### src/rtl/assert_macros.svh
// Assertion macros shared by the RTL
`ifndef ASSERT_MACROS_SVH
`define ASSERT_MACROS_SVH
`ifndef ASSERT_OFF
`define ASSERT_IMPLIES(label, clk, rst_n, a, b) \
	label: assert property (@(posedge clk) disable iff (!rst_n) (a) |-> (b)) \
	else $error("assertion failed");
`define ASSERT_NEXT(label, clk, rst_n, a, b) \
	label: assert property (@(posedge clk) disable iff (!rst_n) (a) |=> (b)) \
	else $error("assertion failed");
`else
`define ASSERT_IMPLIES(label, clk, rst_n, a, b)
`define ASSERT_NEXT(label, clk, rst_n, a, b)
`endif
`endif

### src/rtl/tpf_pkg.sv
// Shared types and constants of the tagged pose buffer
`timescale 1ns / 1ps
package tpf_pkg;
	localparam int DEPTH = 16;
	localparam int AW = (DEPTH > 1) ? $clog2(DEPTH) : 1;
	localparam int CW = $clog2(DEPTH + 1);
	// record: tag 32, time 48, six 64-bit words
	localparam int REC_W = 32 + 48 + 6 * 64;

	typedef enum logic [2:0] {
		OP_PUSH = 3'd0, OP_POP = 3'd1, OP_TAKE = 3'd2,
		OP_PURGE = 3'd3, OP_CLEAR = 3'd4, OP_ALLOC = 3'd5
	} op_t;

	typedef enum logic [3:0] {
		ST_IDLE, ST_PUSH, ST_POPRD, ST_SRCH, ST_SRCHW, ST_SHRD, ST_SHWR,
		ST_PURGE, ST_PURGEW, ST_DONE
	} state_t;

	// controller to datapath
	typedef struct packed {
		logic          ld_in;     // capture input item
		logic          wr_push;   // write input record at tail
		logic          rd_en;     // read slot at rd_pos
		logic [AW-1:0] rd_pos;    // position from head
		logic          wr_cp;     // write read record at wr_pos
		logic [AW-1:0] wr_pos;
		logic          emit;      // latch read record into result
		logic          drop_head;
		logic          dec_count;
		logic          clr;
		logic          alloc;
		logic          purge_inc;
		logic          set_drop;
		logic          out_ld;    // result valid
	} cmd_t;

	// datapath to controller
	typedef struct packed {
		op_t           op;
		logic [CW-1:0] count;
		logic          tag_match; // read record tag equals searched tag
		logic          expired;   // read record is older than timeout
	} sts_t;
endpackage

### src/rtl/tpf_ctrl.sv
// Operation sequencer of the tagged pose buffer
`timescale 1ns / 1ps
module tpf_ctrl import tpf_pkg::*; (
	input  logic clk,
	input  logic arst_n,
	input  logic in_valid,
	output logic in_stall,
	output logic out_valid,
	input  logic out_stall,
	input  sts_t sts,
	output cmd_t cmd
);
	state_t state_q, state_d;
	logic [AW-1:0] pos_q, pos_d;
	logic ov_q;

	always_ff @(posedge clk or negedge arst_n) begin
		if (!arst_n) begin
			state_q <= ST_IDLE;
			pos_q <= '0;
			ov_q <= 1'b0;
		end else begin
			state_q <= state_d;
			pos_q <= pos_d;
			if (cmd.out_ld) ov_q <= 1'b1;
			else if (!out_stall) ov_q <= 1'b0;
		end
	end

	assign out_valid = ov_q;
	// accept a new item only when idle and the result slot is free or draining
	assign in_stall = (state_q != ST_IDLE) || (ov_q && out_stall);

	always_comb begin
		state_d = state_q;
		pos_d = pos_q;
		cmd = '0;
		cmd.rd_pos = pos_q;
		cmd.wr_pos = pos_q;
		case (state_q)
			ST_IDLE: begin
				if (in_valid && !in_stall) begin
					cmd.ld_in = 1'b1;
					pos_d = '0;
					state_d = ST_PUSH;
				end
			end
			ST_PUSH: begin
				// dispatch on captured opcode
				case (sts.op)
					OP_PUSH: begin
						if (sts.count == CW'(DEPTH)) begin
							cmd.drop_head = 1'b1;
							cmd.set_drop = 1'b1;
						end
						cmd.wr_push = 1'b1;
						state_d = ST_DONE;
					end
					OP_POP: begin
						if (sts.count != '0) begin
							cmd.rd_en = 1'b1;
							state_d = ST_POPRD;
						end else state_d = ST_DONE;
					end
					OP_TAKE: begin
						if (sts.count != '0) begin
							cmd.rd_en = 1'b1;
							state_d = ST_SRCH;
						end else state_d = ST_DONE;
					end
					OP_PURGE: begin
						if (sts.count != '0) begin
							cmd.rd_en = 1'b1;
							state_d = ST_PURGE;
						end else state_d = ST_DONE;
					end
					OP_CLEAR: begin
						cmd.clr = 1'b1;
						state_d = ST_DONE;
					end
					OP_ALLOC: begin
						cmd.alloc = 1'b1;
						state_d = ST_DONE;
					end
					default: state_d = ST_DONE;
				endcase
			end
			ST_POPRD: begin
				cmd.emit = 1'b1;
				cmd.drop_head = 1'b1;
				state_d = ST_DONE;
			end
			ST_SRCH: begin
				// read data of position pos_q is valid now
				if (sts.tag_match) begin
					cmd.emit = 1'b1;
					if ({1'b0, pos_q} + 1'b1 < sts.count) begin
						cmd.rd_pos = pos_q + 1'b1;
						cmd.rd_en = 1'b1;
						state_d = ST_SHWR;
					end else begin
						cmd.dec_count = 1'b1;
						state_d = ST_DONE;
					end
				end else if ({1'b0, pos_q} + 1'b1 < sts.count) begin
					pos_d = pos_q + 1'b1;
					cmd.rd_pos = pos_q + 1'b1;
					cmd.rd_en = 1'b1;
					state_d = ST_SRCHW;
				end else state_d = ST_DONE;
			end
			ST_SRCHW: state_d = ST_SRCH;
			ST_SHWR: begin
				// record at pos_q+1 is read: move it down one place
				cmd.wr_cp = 1'b1;
				pos_d = pos_q + 1'b1;
				if ({1'b0, pos_q} + 2'd2 < sts.count) begin
					cmd.rd_pos = pos_q + 2'd2;
					cmd.rd_en = 1'b1;
					state_d = ST_SHRD;
				end else begin
					cmd.dec_count = 1'b1;
					state_d = ST_DONE;
				end
			end
			ST_SHRD: begin
				// keep the read on the record that moves next
				cmd.rd_pos = pos_q + 1'b1;
				cmd.rd_en = 1'b1;
				state_d = ST_SHWR;
			end
			ST_PURGE: begin
				if (sts.expired) begin
					cmd.drop_head = 1'b1;
					cmd.purge_inc = 1'b1;
					if (sts.count > CW'(1)) begin
						cmd.rd_pos = AW'(1);
						cmd.rd_en = 1'b1;
						state_d = ST_PURGEW;
					end else state_d = ST_DONE;
				end else state_d = ST_DONE;
			end
			ST_PURGEW: state_d = ST_PURGE;
			ST_DONE: begin
				cmd.out_ld = 1'b1;
				state_d = ST_IDLE;
			end
			default: state_d = ST_IDLE;
		endcase
	end
endmodule

### config.mk
export PLATFORM = sky130hd
export DESIGN_NAME = tpf_ctrl
export DESIGN_NICKNAME = d
export VERILOG_FILES = /design/src/rtl/assert_macros.svh /design/src/rtl/tpf_pkg.sv /design/src/rtl/tpf_ctrl.sv
export SDC_FILE = /design/constraint.sdc
export NUM_CORES = 1
export LEC_CHECK = 0
export BUFFER_PORTS_ARGS = -buffer_cell sky130_fd_sc_hd__buf_2
export CAP_MARGIN = 20
export CORE_ASPECT_RATIO = 0.6
export CORE_MARGIN = 4
export CORE_UTILIZATION = 38
export CTS_BUF_LIST = sky130_fd_sc_hd__clkbuf_4 sky130_fd_sc_hd__clkbuf_8
export DETAILED_ROUTE_END_ITERATION = 7
export PLACE_DENSITY_LB_ADDON = 0.15
export REMOVE_ABC_BUFFERS = 1
export SYNTH_ARGS = -nofsm -noshare
export SYNTH_HDL_FRONTEND = slang
export SYNTH_SLANG_ARGS = --single-unit
export TNS_END_PERCENT = 100
### constraint.sdc
create_clock -name clk -period 3.3 [get_ports clk]
set_input_delay 0.66 -clock clk [delete_from_list [all_inputs] [get_ports clk]]
set_output_delay 0.66 -clock clk [all_outputs]
set_load 0.05 [all_outputs]
==> results of run 1 <==
-- worst max-delay path, stage by stage, from the launching register on --
cell	delay, ns
dfrtp_1	0.42
ha_2	0.23
inv_2	0.08
nor2_2	0.05
or2_4	0.24
ha_4	0.18
nor3_4	0.24
a211oi_2	0.11
o31ai_2	0.32
buf_4	0.17
a2111oi_2	0.06
o21ai_1	0.17
buf_6	0.18
-- routing by layer --
metal | track usage [%] | vias up | share of wire, %
li1 | - | 697 | -
met1 | 29.8 | 663 | 51
met2 | 28.2 | 46 | 43
met3 | 1.55 | 2 | 5.8
met4 | 4.14 | 0 | 0.35
met5 | 0 | - | 0
-- state kept, by name (all words and copies together), names as in the netlist --
name / flops
pos_q: 4
state_q: 4
out_valid: 1
-- final cells by class --
type	count	share of cell area, %
well taps	42	2.98
multi-input cells	129	58.5
repair buffers	55	20.2
clock buffers	4	2.77
inverters	13	2.77
flip-flops and latches	9	12.8
-- placed cells by master (no fill, tap or decap), types with 3 or more instances in the layout --
master    count
buf_2        29
nor2b_1       5
nor3_4        3
o21ai_1       3
a31oi_1       4
o21ai_0       6
and3_1        4
nor3_1        5
a21oi_1       4
dfrtp_1       9
buf_4        21
inv_1        12
or2_2         3
a22oi_1       3
o21ai_2       3
clkbuf_8      3
nand3_1       4
ha_1          6
a31o_2        4
nor2_1       12
nand2_1      11
buf_6         4
nor2_2        3
-- metrics by stage --
step	cell area, um2	total power, mW
2_1_floorplan	1220	0.902
3_3_place_gp	1550	1.17
3_5_place_dp	1550	1.18
4_1_cts	1680	1.37
5_1_grt	1760	1.52
6_report	1760	1.43
-- worst max path at each step --
stage                           startpoint  endpoint  slack, ns  depth (start not counted)
finish                pos_q[1]$_DFFE_PN0P_   cmd[15]      -0.04                         12
global route          pos_q[1]$_DFFE_PN0P_   cmd[15]      -0.15                         12
global placement      pos_q[1]$_DFFE_PN0P_   cmd[16]       0.07                         12
CTS                   pos_q[2]$_DFFE_PN0P_   cmd[15]       0.02                         10
detailed placement    pos_q[1]$_DFFE_PN0P_   cmd[15]      -0.01                         12
floorplan           state_q[2]$_DFFE_PN0N_   cmd[15]      -1.77                          5
-- kinds of logic after synthesis --
logic type / count (synthesis)
muxes: 4
DFF: 9
adders and majority gates: 10
AOI/OAI and AO/OA: 49
buffers and inverters: 21
xor gates and xnor gates: 2
and+or+nand+nor: 64
-- where the power goes --
part / switching, mW / total, mW / internal, mW
sequential: 0.102 / 0.249 / 0.147
combinational: 0.630 / 1.04 / 0.413
clock: 0.0420 / 0.134 / 0.0922
-- timing repair --
item,4_1_cts,5_1_grt
endpoints found under the setup margin,6,6
buffers inserted,1,5
pin swaps,7,5
gates resized for setup,18,12
hold buffers,0,0
==> impl_results.md, run 1 <==
* Final WS setup at -0.0416 ns
* Seq. cell area at about 230 um2
* Syn Inst Count at approximately 160
* Syn. warnings at 0
* Count leader, synth: nor2_1
* Setup violators final at 3
* Residual DRC at 0
* Nets at roughly 240
* Die span in y at around 53 um
* H-tree depth at 1
* PwrDens at 810 nW/um2
* Post-route ant nets at 0
* Max cap viols at 0
* Mean Syn Cell Area at slightly below 8 um2
* Post-synth EDFFs at 0
* WL final at between 4000 and 5000 um
* Initial Util at 41.6%
* Via density at ~5.6
* Pre-CTS setup slack at -0.0131 ns
* Total gr overflow at 0
* Max_slew headroom at between 60% and 70%
* Ys async rst share at 100%
* Wire per inst at roughly 16 um
* Multiplexer share of the synthesized area at ~3.7%
* R2r endpoint: pos_q[0]$_DFFE_PN0P_
* Worst Skew at ~0.005 ns
* Die Width at between 80 and 90 um
* Seq cells post-synth at 9
* Worst vdd ir at between 0.3 and 0.4 mV
* Fillcell total at approximately 290
* Clock Latency Late Sink at 0.23 ns
* Vias in the first global route at between 1,000 and 1,500
* Row Count at 15
* Top_reg_cell synth: dfrtp_1
* Global-route wire length before repair at between 6000 and 7000 um
* Post-route minimum period at roughly 3.3 ns
* Root buf cell: clkbuf_8
* Static leakage at 0.898 nW
* Core Region at 3020 um2
* Critical path class: reg2out
* CTS clock-pin slew for the worst setup and hold paths at 0.05 ns
* Launch point of the worst reg-to-reg path: pos_q[1]$_DFFE_PN0P_
* Most frequent cells after synthesis: nor2_1, inv_1, nand2_1
* Largest family of logic cells by synthesized area: compound AO/OA/AOI/OAI gates
* Area leader, netlist: dfrtp_1
* Via count at 1,408
* Endpoints failing hold at 0
* Top cells by area, synth: dfrtp_1, ha_1, nor2_1
* Area share of fa/ha/maj cells after synthesis at under 10%
* Num CTS Buffers at 3
* Failing checks: setup timing
* Largest net degree at the start of global routing at 17
* Final std cells w/o fill at 252
* Proportion of layout cells with a drive suffix above 1 at 44.8%
* Total die area at 4320 um2
* Io pins at 36
* Fraction of the yosys area taken by sequential cells at between 15 and 20%
* CP startpoint kind: flip-flop
* DP HPWL at approximately 3100 um
* Initial antenna violation count at 0
* CP endpoint kind: primary output
* Synth Area in XOR/XNOR at under 10%
* R2R setup slack at around 0.69 ns
* Drt initial violations at 127
* Multi-input gate area at a little over 1000 um2
* Post-synth top area share at 17.9%
* Clock tree from TritonCTS: done
* Ant diodes at 0
* Worst R2R Path Depth at 12
* Critical Path RT at about 2.6 ns
* Mapped Area at about 1300 um2
* Hold slack at approximately 0.27 ns
* Dpl cells at 242
* Crit path max fanout at 4
* Status: complete, but fails checks
* Ratio of final minimum period to clock period at 101%
* Hold Path Class: in2async
* Port bufs at 35
* Sum Neg Setup Slack at -0.0908 ns
* Clk sinks at 9
* CTS Buffer Depth at 2
* FMAX at 299 MHz
* Simple-Gate Fraction of Synth Area at between 20 and 30%
* Crit path DAT at 2.68 ns
* Total track usage at about a fifth
* Final Wtd Congestion at approximately 0.95
* Max Slew Vio Count at 0
* Utilization after layout at around three fifths
* Slew @ Worst Pin at roughly 0.56 ns
* Synth Area in Compound Gates at about a third
* First-pass detailed-route iteration total at 4
* Synth-to-Final Area Change at 40.1%
* Unique masters post-synth at 53
* RSZ-0062 raised after global routing: true
(Power assumes the default switching activity.)
==> run 2: changes to the inputs <==
--- a/config.mk
+++ b/config.mk
@@ -9,7 +9,7 @@
 export CAP_MARGIN = 20
 export CORE_ASPECT_RATIO = 0.6
 export CORE_MARGIN = 4
-export CORE_UTILIZATION = 38
+export CORE_UTILIZATION = 50
 export CTS_BUF_LIST = sky130_fd_sc_hd__clkbuf_4 sky130_fd_sc_hd__clkbuf_8
 export DETAILED_ROUTE_END_ITERATION = 7
 export PLACE_DENSITY_LB_ADDON = 0.15
==> impl_results.md, run 2 (synthesized netlist as in run 1, its figures left out) <==
* Ant diodes at 0
* Slew @ Worst Pin at roughly 0.53 ns
* Dpl cells at 225
* Total track usage at 27.5%
* Hold Buf Count CTS at 0
* Multi-input gate area at between 1000 and 1500 um2
* Drt initial violations at ~250
* Failing checks: setup timing
* Post-route ant nets at 0
* Final std cells w/o fill at approximately 240
* Total gr overflow at 0
* Setup violators final at 3
* CP startpoint kind: flip-flop
* Die Width at between 70 and 80 um
* PwrDens at 825 nW/um2
* Part of the power in combinational logic at between 70% and 80%
* FMAX at between 200 and 300 MHz
* Die span in y at between 40 and 50 um
* Max Slew Vio Count at 0
* Largest net degree at the start of global routing at 17
* RSZ-0062 raised after global routing: true
* Clock Latency Late Sink at ~0.24 ns
* Core Region at 2280 um2
* Io pins at 36
* CTS clock-pin slew for the worst setup and hold paths at 0.05 ns
* Sw Share at a little under three fifths
* CTS Buffer Depth at 2
* Endpoints failing hold at 0
* Launch point of the worst reg-to-reg path: pos_q[1]$_DFFE_PN0P_
* Clock tree from TritonCTS: done
* Crit path DAT at approximately 2.8 ns
* Port bufs at 35
* Max_slew headroom at roughly 64%
* Static leakage at slightly above 0.9 nW
* Vias in the first global route at 1,436
* Root buf cell: clkbuf_8
* Initial antenna violation count at 0
* Pre-CTS setup slack at -0.0205 ns
* Status: complete, but fails checks
* Row Count at 13
* R2r endpoint: pos_q[0]$_DFFE_PN0P_
* Critical Path RT at roughly 2.6 ns
* Seq. cell area at 228 um2
* Fillcell total at 124
* Nets at between 200 and 250
* Via count at 1,644
* Worst R2R Path Depth at 11
* Commonest non-fill, non-tap cell in the layout: buf_2
* Global-route wire length before repair at approximately 7000 um
* Residual DRC at 0
* Initial Util at a little under three fifths
* Wire per inst at around 22 um
* Via density at roughly 6.8
* Final WS setup at -0.120 ns
* Sum Neg Setup Slack at -0.258 ns
* Total power at around 1.6 mW
* Worst Skew at about 0.007 ns
* Pint at just under 0.7 mW
* Ratio of final minimum period to clock period at 104%
* Crit path max fanout at 5
* R2R setup slack at about 0.7 ns
* Final Wtd Congestion at slightly below 1
* First-pass detailed-route iteration total at 5
* Clk pwr share at under 10%
* Critical path class: reg2out
* Hold Path Class: in2async
* WL final at 5270 um
* Post-route minimum period at around 3.4 ns
* Worst vdd ir at approximately 0.40 mV
* Num CTS Buffers at 3
* DP HPWL at roughly 3100 um
* Proportion of layout cells with a drive suffix above 1 at between 50% and 60%
* H-tree depth at 1
* Most frequent cells in the layout: buf_2, buf_4, nor2_1
* Flop pwr share at around 15%
* Max cap viols at 0
* CP endpoint kind: primary output
* Switching power at ~0.9 mW
* Clk sinks at 9
* Utilization after layout at 83.7%
* Total die area at ~3400 um2
* Synth-to-Final Area Change at 51.6%
-- run 2: changes by cell type in the layout (fill, tap and decap cells not counted), sizes merged --
cell and delta:
buf +2, clkbuf +1
-- run 2: cell type report --
class	instances	share of cell area, %
Tap cell	30	1.97
Clock buffer	4	2.56
Inverter	13	2.69
Timing Repair Buffer	58	19.9
Sequential cell	9	11.9
Multi-Input combinational cell	129	61.0
-- run 2: repair_timing --
item / 4_1_cts / 5_1_grt
gates resized for setup: 26 / 28
setup buffers: 6 / 10
cloned: 0 / 0
setup endpoints to repair: 6 / 6
pin swaps: 12 / 15
-- run 2: power groups by stage --
| stage | clock network, mW | registers, mW | logic [mW] |
|---|---|---|---|
| 6_report | 0.145 | 0.240 | 1.19 |
| 2_1_floorplan | 0 | 0.291 | 0.610 |
| 5_1_grt | 0.150 | 0.245 | 1.24 |
| 3_5_place_dp | 0 | 0.229 | 0.930 |
| 4_1_cts | 0.142 | 0.226 | 1.01 |
| 3_3_place_gp | 0 | 0.227 | 0.907 |
-- run 2: layer usage --
metal / up-vias / track usage, % / share of wire, %
met5: - / 0 / 0
met4: 0 / 15.8 / 3.7
met3: 22 / 4.27 / 13
met2: 158 / 44.3 / 45
met1: 772 / 36.1 / 39
li1: 692 / - / -
-- run 2: stage by stage --
stage	hold WS [ns]	instance area [um2]
2_1_floorplan	0.364	1220
3_3_place_gp	0.495	1500
3_5_place_dp	0.514	1500
4_1_cts	0.278	1710
5_1_grt	0.289	1910
6_report	0.276	1910
-- run 2: how the worst max path moves through the flow --
stage,start,end,slack [ns],cells after the start
2_1_floorplan,state_q[2]$_DFFE_PN0N_,cmd[15],-1.77,5
3_3_place_gp,pos_q[2]$_DFFE_PN0P_,cmd[15],0.09,11
3_5_place_dp,pos_q[1]$_DFFE_PN0P_,cmd[15],-0.02,11
4_1_cts,pos_q[1]$_DFFE_PN0P_,cmd[15],0.005,11
5_1_grt,pos_q[1]$_DFFE_PN0P_,cmd[16],-0.18,11
6_report,pos_q[1]$_DFFE_PN0P_,cmd[16],-0.12,11
-- run 2: critical path, cell delays in order, from the launching register on --
cell	delay [ns]
dfrtp_1	0.43
ha_4	0.20
inv_4	0.07
nor2_4	0.04
or2_4	0.23
ha_4	0.19
nor3_4	0.28
a2111oi_4	0.10
o21a_2	0.28
o31ai_2	0.29
nand4_1	0.20
buf_6	0.20
